## config.mk

```make
export PLATFORM = sky130hd
export DESIGN_NAME = identifier_name_domain_validator
export DESIGN_NICKNAME = d
export VERILOG_FILES = /design/src/rtl/core/idv_pkg.sv /design/src/rtl/core/idv_scan.sv /design/src/rtl/core/identifier_name_domain_validator.sv
export SDC_FILE = /design/constraint.sdc
export NUM_CORES = 1
export LEC_CHECK = 0
export ABC_AREA = 1
export BUFFER_PORTS_ARGS = -buffer_cell sky130_fd_sc_hd__buf_2
export CELL_PAD_IN_SITES_DETAIL_PLACEMENT = 1
export CELL_PAD_IN_SITES_GLOBAL_PLACEMENT = 2
export CORE_ASPECT_RATIO = 0.75
export CORE_MARGIN = 5
export CORE_UTILIZATION = 36
export CTS_CLUSTER_DIAMETER = 150
export CTS_CLUSTER_SIZE = 8
export DETAILED_ROUTE_END_ITERATION = 6
export PLACE_DENSITY = 0.86
export SYNTH_ARGS = -nofsm -noshare
export SYNTH_HDL_FRONTEND = slang
export SYNTH_SLANG_ARGS = --single-unit
```

## constraint.sdc

```tcl
create_clock -name clk -period 4 [get_ports clk]
set_clock_uncertainty 0.05 [all_clocks]
set_input_delay 0.8 -clock clk [delete_from_list [all_inputs] [get_ports clk]]
set_output_delay 0.8 -clock clk [all_outputs]
set_load 0.1 [all_outputs]
```

## src/rtl/core/idv_pkg.sv

```systemverilog
`default_nettype none

package idv_pkg;

  // byte codes that steer the scan
  localparam logic [7:0] CHAR_AT         = 8'h40;
  localparam logic [7:0] CHAR_DOT        = 8'h2E;
  localparam logic [7:0] CHAR_DASH       = 8'h2D;
  localparam logic [7:0] CHAR_UNDERSCORE = 8'h5F;

  // tag of each byte
  localparam logic [1:0] PART_NAME   = 2'd0;
  localparam logic [1:0] PART_SEP    = 2'd1;
  localparam logic [1:0] PART_DOMAIN = 2'd2;

  // configuration register indexes
  localparam logic REG_NAME_BUF   = 1'b0;
  localparam logic REG_DOMAIN_BUF = 1'b1;

  localparam int NAME_BUF_W   = 7;
  localparam int DOMAIN_BUF_W = 9;

  localparam logic [NAME_BUF_W-1:0]   NAME_BUF_RESET   = 7'd65;
  localparam logic [DOMAIN_BUF_W-1:0] DOMAIN_BUF_RESET = 9'd257;

  // smallest buffers that can hold a usable identifier
  localparam logic [NAME_BUF_W-1:0]   MIN_NAME_BUF   = 7'd2;
  localparam logic [DOMAIN_BUF_W-1:0] MIN_DOMAIN_BUF = 9'd4;

  typedef struct packed {
    logic [7:0] out_char;
    logic [1:0] char_part;
    logic       done_res;
    logic       status;
  } result_t;

  function automatic logic is_alnum(input logic [7:0] c);
    is_alnum = (c inside {[8'h61:8'h7A], [8'h41:8'h5A], [8'h30:8'h39]});
  endfunction

  function automatic logic [7:0] to_lower(input logic [7:0] c);
    to_lower = (c inside {[8'h41:8'h5A]}) ? (c | 8'h20) : c;
  endfunction

endpackage

`default_nettype wire

```

## src/rtl/core/idv_scan.sv

```systemverilog
`default_nettype none

module idv_scan #(
  parameter int MAX_NAME   = 64,
  parameter int MAX_DOMAIN = 256
) (
  input  wire logic                             clk,
  input  wire logic                             rst,
  input  wire logic                             accept,
  input  wire logic [7:0]                       char_in,
  input  wire logic                             last,
  input  wire logic [idv_pkg::NAME_BUF_W-1:0]   name_buffer_size,
  input  wire logic [idv_pkg::DOMAIN_BUF_W-1:0] domain_buffer_size,
  output idv_pkg::result_t                      result
);
  import idv_pkg::*;

  // counters saturate at their limit plus one
  localparam int NW  = $clog2(MAX_NAME + 2);
  localparam int DW  = $clog2(MAX_DOMAIN + 2);
  localparam int NCW = (NW > NAME_BUF_W) ? NW : NAME_BUF_W;
  localparam int DCW = (DW > DOMAIN_BUF_W) ? DW : DOMAIN_BUF_W;

  logic          in_domain, in_domain_next;
  logic [NW-1:0] name_count, name_count_next;
  logic [DW-1:0] domain_count, domain_count_next;
  logic          previous_was_dot, previous_was_dot_next;
  logic          domain_has_dot, domain_has_dot_next;
  logic          error_seen, error_seen_next;
  logic [1:0]    part;
  logic          bad;

  always_comb begin
    in_domain_next        = in_domain;
    name_count_next       = name_count;
    domain_count_next     = domain_count;
    previous_was_dot_next = previous_was_dot;
    domain_has_dot_next   = domain_has_dot;
    error_seen_next       = error_seen;
    if (!in_domain) begin
      if (char_in == CHAR_AT) begin
        in_domain_next = 1'b1;
        part           = PART_SEP;
      end else begin
        part = PART_NAME;
        if (!(is_alnum(char_in) || char_in == CHAR_DASH ||
              char_in == CHAR_UNDERSCORE || char_in == CHAR_DOT)) begin
          error_seen_next = 1'b1;
        end
        if (name_count <= NW'(MAX_NAME)) begin
          name_count_next = name_count + 1'b1;
        end
      end
    end else begin
      part = PART_DOMAIN;
      if (char_in == CHAR_DOT) begin
        // leading or doubled dot
        if (domain_count == '0 || previous_was_dot) begin
          error_seen_next = 1'b1;
        end
        domain_has_dot_next   = 1'b1;
        previous_was_dot_next = 1'b1;
      end else begin
        if (!(is_alnum(char_in) || char_in == CHAR_DASH)) begin
          error_seen_next = 1'b1;
        end
        previous_was_dot_next = 1'b0;
      end
      if (domain_count <= DW'(MAX_DOMAIN)) begin
        domain_count_next = domain_count + 1'b1;
      end
    end

    bad = error_seen_next || !in_domain_next
       || name_count_next == '0 || name_count_next > NW'(MAX_NAME)
       || domain_count_next == '0 || domain_count_next > DW'(MAX_DOMAIN)
       || !domain_has_dot_next || previous_was_dot_next
       || name_buffer_size < MIN_NAME_BUF
       || domain_buffer_size < MIN_DOMAIN_BUF
       || NCW'(name_count_next) >= NCW'(name_buffer_size)
       || DCW'(domain_count_next) >= DCW'(domain_buffer_size);

    result.out_char  = to_lower(char_in);
    result.char_part = part;
    result.done_res  = last;
    result.status    = last & bad;
  end

  always_ff @(posedge clk) begin
    if (rst || (accept && last)) begin
      in_domain        <= 1'b0;
      name_count       <= '0;
      domain_count     <= '0;
      previous_was_dot <= 1'b0;
      domain_has_dot   <= 1'b0;
      error_seen       <= 1'b0;
    end else if (accept) begin
      in_domain        <= in_domain_next;
      name_count       <= name_count_next;
      domain_count     <= domain_count_next;
      previous_was_dot <= previous_was_dot_next;
      domain_has_dot   <= domain_has_dot_next;
      error_seen       <= error_seen_next;
    end
  end

endmodule

`default_nettype wire

```

## src/rtl/core/identifier_name_domain_validator.sv

```systemverilog
`default_nettype none

// identifier validator: takes a name@domain identifier one byte per
// transaction on the char channel (last marks the final byte) and returns one
// result transaction per byte on the res channel, with the byte lowercased,
// tagged as name, separator or domain, and on the final byte a status of
// 0 for valid or 1 for invalid. a byte can be taken in every cycle while
// char_stall is low. the scan state updates in the accepting cycle and the
// result lands in a two-entry output buffer (output register plus skid
// register), so char_stall rises only when both entries are full. buffer size
// registers are written through wr_en/wr_index/wr_data and take effect on
// the next final byte.
module identifier_name_domain_validator #(
  parameter int MAX_NAME   = 64,
  parameter int MAX_DOMAIN = 256
) (
  input  wire logic                             clk,
  input  wire logic                             rst,
  // configuration write port
  input  wire logic                             wr_en,
  input  wire logic                             wr_index,
  input  wire logic [idv_pkg::DOMAIN_BUF_W-1:0] wr_data,
  // byte channel
  input  wire logic                             char_valid,
  output logic                                  char_stall,
  input  wire logic [7:0]                       char_in,
  input  wire logic                             last,
  // result channel
  output logic                                  res_valid,
  input  wire logic                             res_stall,
  output logic [7:0]                            out_char,
  output logic [1:0]                            char_part,
  output logic                                  done_res,
  output logic                                  status
);
  import idv_pkg::*;

  logic [NAME_BUF_W-1:0]   name_buffer_size;
  logic [DOMAIN_BUF_W-1:0] domain_buffer_size;

  logic    accept;
  logic    take;
  result_t scan_result;
  result_t out_reg;
  result_t skid_reg;
  logic    skid_valid;

  // configuration registers
  always_ff @(posedge clk) begin
    if (rst) begin
      name_buffer_size   <= NAME_BUF_RESET;
      domain_buffer_size <= DOMAIN_BUF_RESET;
    end else if (wr_en) begin
      case (wr_index)
        REG_NAME_BUF:   name_buffer_size   <= wr_data[NAME_BUF_W-1:0];
        REG_DOMAIN_BUF: domain_buffer_size <= wr_data;
        default: ;
      endcase
    end
  end

  // the skid register absorbs one transaction while the output is stalled
  assign char_stall = skid_valid;
  assign accept     = char_valid && !char_stall;
  assign take       = res_valid && !res_stall;

  idv_scan #(
    .MAX_NAME   (MAX_NAME),
    .MAX_DOMAIN (MAX_DOMAIN)
  ) u_scan (
    .clk                (clk),
    .rst                (rst),
    .accept             (accept),
    .char_in            (char_in),
    .last               (last),
    .name_buffer_size   (name_buffer_size),
    .domain_buffer_size (domain_buffer_size),
    .result             (scan_result)
  );

  // output register and skid control
  always_ff @(posedge clk) begin
    if (rst) begin
      res_valid  <= 1'b0;
      skid_valid <= 1'b0;
    end else if (skid_valid) begin
      // no accept while the skid entry is full
      if (take) begin
        skid_valid <= 1'b0;
      end
    end else if (accept) begin
      if (!res_valid || take) begin
        res_valid <= 1'b1;
      end else begin
        skid_valid <= 1'b1;
      end
    end else if (take) begin
      res_valid <= 1'b0;
    end
  end

  // payload, no reset needed
  always_ff @(posedge clk) begin
    if (skid_valid) begin
      if (take) begin
        out_reg <= skid_reg;
      end
    end else if (accept) begin
      if (!res_valid || take) begin
        out_reg <= scan_result;
      end else begin
        skid_reg <= scan_result;
      end
    end
  end

  assign out_char  = out_reg.out_char;
  assign char_part = out_reg.char_part;
  assign done_res  = out_reg.done_res;
  assign status    = out_reg.status;

  // skid entry is only used behind a full output register
  a_skid_behind_output: assert property (@(posedge clk) disable iff (rst)
    skid_valid |-> res_valid)
    else $error("skid entry full while output register empty");

  // a transaction accepted into a stalled full output must land in the skid
  a_stall_fills_skid: assert property (@(posedge clk) disable iff (rst)
    (accept && res_valid && res_stall) |=> skid_valid)
    else $error("transaction accepted under stall was not buffered");

  // status is only raised on the final byte
  a_status_on_done: assert property (@(posedge clk) disable iff (rst)
    (res_valid && !done_res) |-> !status)
    else $error("status set on a byte that is not final");

endmodule

`default_nettype wire
```

# Word level (Yosys, flattened, before mapping)
# Cells that the tools add are included.
[totals]
out_inout_bits = 14
wordCells = 115
regBits = 62
in_bits = 24
[op_classes]
n_bitwise = 4
muxes = 31
n_reduce_logical = 40
n_addsub = 2
order_cmp = 14
eq_ne = 6
[op_table]
columns = ["op", "count"]
rows = [
  ["$mux W12", 4],
  ["$mux W7", 3],
  ["$mux W1", 20],
  ["$logic_not A9 Y1", 2],
  ["$mux W9", 2],
  ["$logic_or A1 B1 Y1", 17],
  ["$eq A8 B6 Y1 const B", 2],
  ["$eq A8 B7 Y1 const B", 2],
  ["$ge A8 B7 Y1 const B", 2],
  ["$le A8 B7 Y1 const B", 2],
  ["$add A9 B1 Y9 const B", 1],
  ["$ge A9 B9 Y1", 1],
  ["$gt A9 B9 Y1 const B", 1],
  ["$le A9 B9 Y1 const B", 1],
  ["$lt A9 B3 Y1 const B", 1],
  ["$reduce_and A3 Y1", 3],
  ["$ge A8 B6 Y1 const B", 1],
  ["$le A8 B6 Y1 const B", 1],
  ["$add A7 B1 Y7 const B", 1],
  ["$ge A7 B7 Y1", 1],
  ["$gt A7 B7 Y1 const B", 1],
  ["$le A7 B7 Y1 const B", 1],
  ["$logic_not A7 Y1", 1],
  ["$lt A7 B2 Y1 const B", 1],
  ["other kinds (10)", 25],
]

# Depth between registers and ports, before layout
[depth]
depth_word = 24
ltp_mapped = 24
mapped_depth_nobuf = 24

# Modules after synthesis
# A second synthesis with hierarchy kept.
[unflattened]
cells_unflattened = 536
area_unflattened_um2 = 3742.3
[modules_own_cells]
columns = ["module", "instances", "area_each_um2", "seq_area_each_um2", "cells_each"]
rows = [
  ["idv_scan", 1, 2192.1, 400.4, 383],
  ["identifier_name_domain_validator", 1, 1550.2, 1081.0, 153],
]

# Worst setup path before layout
# No wires, ideal clock.
[synth_path]
path_kind = "input -> register"
startpoint = "in char_in[2]"
endpoint = "reg out_reg (netlist bit status), data pin"
required_ps = 3697
arrival_ps = 2501
path_stages = 21
setup_ps = 253
path_slack_ps = 1196
path_buffers = 0
cell_sequence = "inv_1 -> nand2_1 -> nor2_1 -> nand2_4 -> nand2_4 -> nor2_1 -> nand2_1 -> nand2_2 -> ha_1 -> o21ai_0 -> a21boi_0 -> o21ai_0 -> nand2_1 -> nand2_1 -> nand2_1 -> nand2_1 -> nand3_1 -> nor2_2 -> nand2_1 -> nand2_1 -> nand2_1"
[synth_via]
elab_chain_cells = 24
elab_cells_between_ends = 50
classes_between = "order compare (8); eq/ne (4); mux (16); bitwise (1); reduce/logical (21)"
[synth_rtl]
columns = ["item", "line", "rtl"]
rows = [
  ["from (decl)", "identifier_name_domain_validator.sv:26", "input wire logic [7:0] char_in,"],
  ["$ge A8 B7 Y1 (tied with other cells)", "idv_pkg.sv:38", "is_alnum = (c inside {[8'h61:8'h7A], [8'h41:8'h5A], [8'h30:8'h39]});"],
  ["$logic_and A1 B1 Y1", "idv_pkg.sv:38", ""],
  ["$reduce_bool A3 Y1", "idv_pkg.sv:38", ""],
  ["$logic_or A1 B1 Y1", "idv_scan.sv:46, idv_scan.sv:64", ""],
  ["$logic_or A1 B1 Y1", "idv_scan.sv:46", "if (!(is_alnum(char_in) || char_in == CHAR_DASH ||"],
  ["$logic_or A1 B1 Y1", "idv_scan.sv:47", "char_in == CHAR_UNDERSCORE || char_in == CHAR_DOT)) begin"],
  ["$mux W1", "idv_scan.sv:46", ""],
  ["$mux W1", "idv_scan.sv:41", "if (char_in == CHAR_AT) begin"],
  ["(+8 left out)", "--", ""],
  ["$logic_or A1 B1 Y1", "idv_scan.sv:78", "|| name_buffer_size < MIN_NAME_BUF"],
  ["$logic_or A1 B1 Y1", "idv_scan.sv:79", "|| domain_buffer_size < MIN_DOMAIN_BUF"],
  ["$logic_or A1 B1 Y1 *", "idv_scan.sv:80", "|| NCW'(name_count_next) >= NCW'(name_buffer_size)"],
  ["$logic_or A1 B1 Y1 *", "idv_scan.sv:81", "|| DCW'(domain_count_next) >= DCW'(domain_buffer_size);"],
  ["$and A1 B1 Y1 *", "idv_scan.sv:86", "result.status = last & bad;"],
  ["$mux W12 *", "identifier_name_domain_validator.sv:109", "if (!res_valid || take) begin"],
  ["$mux W12 *", "identifier_name_domain_validator.sv:108", "end else if (accept) begin"],
  ["$mux W12 *", "identifier_name_domain_validator.sv:104", "if (skid_valid) begin"],
  ["to (signal assigned)", "identifier_name_domain_validator.sv:106", "out_reg <= skid_reg;"],
  ["to (signal assigned)", "identifier_name_domain_validator.sv:110", "out_reg <= scan_result;"],
  ["to (decl)", "identifier_name_domain_validator.sv:44", "result_t out_reg;"],
]
# Mark *: on every way between the ends. The rest lies on a longest branch, timed or not. The select of a mux whose other input is x is not followed.
# A chain may end at the register's enable or synchronous reset.

# Final worst setup path
[layout_path]
startpoint = "reg u_scan.domain_count[0]"
endpoint = "reg out_reg (netlist bit status), data pin"
[layout_via]
elab_cells_between_ends = 27
classes_between = "add/sub (1); order compare (3); mux (8); bitwise (1); reduce/logical (14)"
[layout_rtl]
columns = ["item", "line", "rtl"]
rows = [
  ["from (decl)", "idv_scan.sv:26", "logic [DW-1:0] domain_count, domain_count_next;"],
  ["from (signal assigned)", "idv_scan.sv:100", "domain_count <= domain_count_next;"],
  ["$add A9 B1 Y9 or $le A9 B9 Y1 (tied branches)", "idv_scan.sv:70, idv_scan.sv:69", ""],
  ["$mux W9 *", "idv_scan.sv:69", "if (domain_count <= DW'(MAX_DOMAIN)) begin"],
  ["$mux W9 *", "idv_scan.sv:40", "if (!in_domain) begin"],
  ["named net u_scan.domain_count_next[2]", "idv_scan.sv:26", ""],
  ["parallel branches: the longest is 8 deep, another holds $gt A9 B9 Y1", "--", ""],
  ["$logic_or A1 B1 Y1 *", "idv_scan.sv:81", ""],
  ["$and A1 B1 Y1 *", "idv_scan.sv:86", ""],
  ["$mux W12 *", "identifier_name_domain_validator.sv:109", ""],
  ["$mux W12 *", "identifier_name_domain_validator.sv:108", ""],
  ["$mux W12 *", "identifier_name_domain_validator.sv:104", ""],
]
# Mark *: on every way through the listed nets, which the timed path passes. The select of a mux whose other input is x is not followed.

==> impl_metrics.csv <==
group,metric,value,unit
worst_setup_path,crit_path_top_delay_cell,"dfxtp_1",
clock_network,numCtsBuffers,9,
route,wl_met3,378,um
sta,rsz0062_at_grt,"no",
global_route,grt_overflow,0,
floorplanning,start_util,36.9,%
worst_setup_path,r2r-start,"u_scan.domain_count[0]",
layout,most-common-layout-cells,"109 x nand2_1, 83 x inv_1, 44 x o21ai_0",
sta,drv_slew,0,
worst_setup_path,cp-start-kind,"flip-flop",
floorplanning,die_y,96.4,um
sta,setup_violations,0,
worst_setup_path,path_class,"reg2reg",
clock_network,cts_sinks,62,
clock_network,hold_buffers,0,
power,ir_drop,0.000178,V
layout,multiInputGateArea,1690,sq um
worst_setup_path,r2r_slack,1.01,ns
floorplanning,fp.dieW,125,um
synthesis,synth_ff_type,"dfxtp_1",
synthesis,yosys_warnings,0,
hold_path,min_from,"u_scan.domain_has_dot",
route,drt_first_pass_iters,4,
hold_path,hold_path.class,"reg2reg",
worst_setup_path,end_kind,"flip-flop",
layout,seqCellArea,1480,sq um
clock_network,ctsResizeCount,0,
synthesis,synth.avg_cell_area,7.37,sq um
route,ant_nets,0,
layout,layout_commonest_cell,"nand2_1",
synthesis,synthCells,486,
synthesis,netlist_area,3580,sq um
layout,final_cell_area,4210,sq um
sta,fin_crit,2.99,ns
layout,drive_gt1_share,17.4,%
worst_setup_path,required,4.04,ns
place,port_buffers,37,
layout,fillerInstances,1218,
synthesis,ys_ff_latch,62,
route,route.met2.wl,4.78,mm
status,status,"completed",
global_route,grt_pass1_wl,16.7,mm
floorplanning,die-area,12100,sq um
worst_setup_path,crit_arrival,3.03,ns
global_route,antenna_found_initial,0,
synthesis,async_reset_ff_share,0,%
clock_network,clkSlewWorstSetupHoldPaths,0.05,ns
route,wl_per_cell,15.3,um
route,drt-vias-per-instance,4.89,
synthesis,synth-edff-count,24,
clock_network,cts.path.max_buffers,2,
worst_setup_path,path_cells,"inv_2 -> ha_1 -> nand4_2 -> nand2_2 -> o21ai_0 -> nand2_1 -> nand2_1 -> nand2_1 -> inv_1 -> ha_1 -> nand2_1 -> nor2_1 -> o21ai_0 -> o211ai_1 -> nand2_1 -> nand2_1 -> nand2_1 -> nand2_1 -> nand2_1 -> nand3_1 -> nor2_2 -> nand2_1 -> nand2_1 -> nand2_1",
sta,fin_setup_tns,0,ns
worst_setup_path,reg2reg_to,"status",
place,gp_congestion,0.843,
layout,num-nets-final,573,
global_route,grt_max_degree,27,
layout,area_delta_synth_final,17.6,%
clock_network,cts_tree,"done",
place,placed_cell_area,3930,sq um
job,maxCapViolCount,0,
hold_path,hold_end,"u_scan.domain_has_dot",
route,highest-signal-layer,"met4",
floorplanning,io_pins,38,
global_route,grt_pass1_vias,3364,
worst_setup_path,slowest_delay,0.37,ns
worst_setup_path,cp_max_fo,9,
clock_network,post_cts_buffers,0,
hold_path,min_path_cells,2,
synthesis,yosysUniqueCellTypes,33,
global_route,grt_usage,17.8,%
sta,slew_headroom,66.4,%
power,p_per_area,422,nW/um^2
sta,period_share,74.7,%
clock_network,clock_latency,0.33,ns
power,p_leak,2.08,nW
sta,worst_pin_slew,0.507,ns
synthesis,syn-num-nets,530,
floorplanning,core_area,9700,sq um
route,met1_length,4.88,mm
worst_setup_path,rr_worst_depth,24,
route,drt-initial-drc-count,149,
route,wl,10.2,mm
layout,largest_reg_flops,12,
route,drc,0,
sta,final_hold_viol_count,0,
route,vias,3255,
clock_network,htreeDepth,3,
floorplanning,num_rows,31,
clock_network,ctsRootBufferMaster,"clkbuf_16",
synthesis,ys_seq_area_share,41.4,%
sta,max_freq,334,MHz
layout,diodes,0,
place,place_hpwl,7.71,mm
worst_setup_path,cpMostUsedCell,"nand2_1",
[metrics by stage]
step	std cells	power [W]	utilization (%)	hold slack [ns]	setup slack, ns
5_1_grt	666	0.00187	43.4	0.454	0.654
4_1_cts	666	0.00180	43.4	0.426	0.947
3_5_place_dp	650	0.00103	40.5	0.416	0.700
6_report	666	0.00178	43.4	0.421	1.01
3_3_place_gp	650	0.00102	40.5	0.404	0.776
2_1_floorplan	486	0.000947	-	0.385	1.20
[cell families (layout without fill, tap and decap cells)]
kind of cell,Yosys count,count (layout),share of synthesized area (%)
AOI/OAI and AO/OA,95,95,14.3
xor gates and xnor gates,2,2,0.908
adders and majority gates,20,20,6.99
buffers and inverters,107,155,11.4
DFF,62,62,41.4
and+or+nand+nor,200,200,25.1
[critical path: cells and delay by family (launching register included)]
kind / cells / cell delay (ns)
simple gates: 17 / 1.37
fa+ha+maj: 2 / 0.45
flops: 1 / 0.37
compound gates: 3 / 0.33
buf+inv: 2 / 0.16
[metal layers]
metal,track usage (%),vias to the layer above
met4,6.32,0
met5,0,-
met3,3.90,10
met2,30.1,42
li1,-,1647
met1,22.8,1556
[worst max path at each step]
stage,depth (start not counted),endpoint,startpoint,slack [ns]
2_1_floorplan,21,status,char_in[2],1.20
3_3_place_gp,19,status,char_in[6],0.78
3_5_place_dp,22,status,char_in[2],0.70
4_1_cts,24,status,u_scan.domain_count[0],0.95
5_1_grt,24,status,u_scan.domain_count[0],0.65
6_report,24,status,u_scan.domain_count[0],1.01
[power breakdown]
group	switching (W)	leakage (nW)	internal [W]
combinational	0.000226	1.41	0.0000815
sequential	0.0000188	0.535	0.000694
clock	0.000280	0.143	0.000478
[synth_stat cells, types with 2 or more instances]
| cell | number | area share [%] |
|---|---|---|
| nand2_4 | 2 | 0.63 |
| o21ai_1 | 2 | 0.28 |
| a211oi_1 | 2 | 0.42 |
| nand4_1 | 10 | 1.7 |
| nor3_1 | 5 | 0.70 |
| xor2_2 | 2 | 0.91 |
| dfxtp_1 | 38 | 21 |
| clkbuf_1 | 8 | 0.84 |
| a21oi_1 | 35 | 4.9 |
| nor2_2 | 6 | 1.0 |
| clkinv_1 | 2 | 0.21 |
| inv_2 | 11 | 1.2 |
| edfxtp_1 | 24 | 20 |
| inv_1 | 83 | 8.7 |
| buf_2 | 2 | 0.28 |
| o211ai_1 | 7 | 1.5 |
| nor2_1 | 32 | 3.4 |
| nor2_4 | 2 | 0.63 |
| nand3_1 | 20 | 2.8 |
| o21ai_0 | 44 | 6.1 |
| nand2_1 | 109 | 11 |
| nand2_2 | 10 | 1.7 |
| ha_1 | 20 | 7.0 |
[area by class of cell]
class,instances,area share [%]
clock buffers,11,5.53
well taps,132,3.92
clock inverters,5,1.19
multi-input cells,317,40.2
inverters,96,8.56
repair buffers,43,5.47
flip-flops and latches,62,35.2
(Power assumes the default switching activity.)
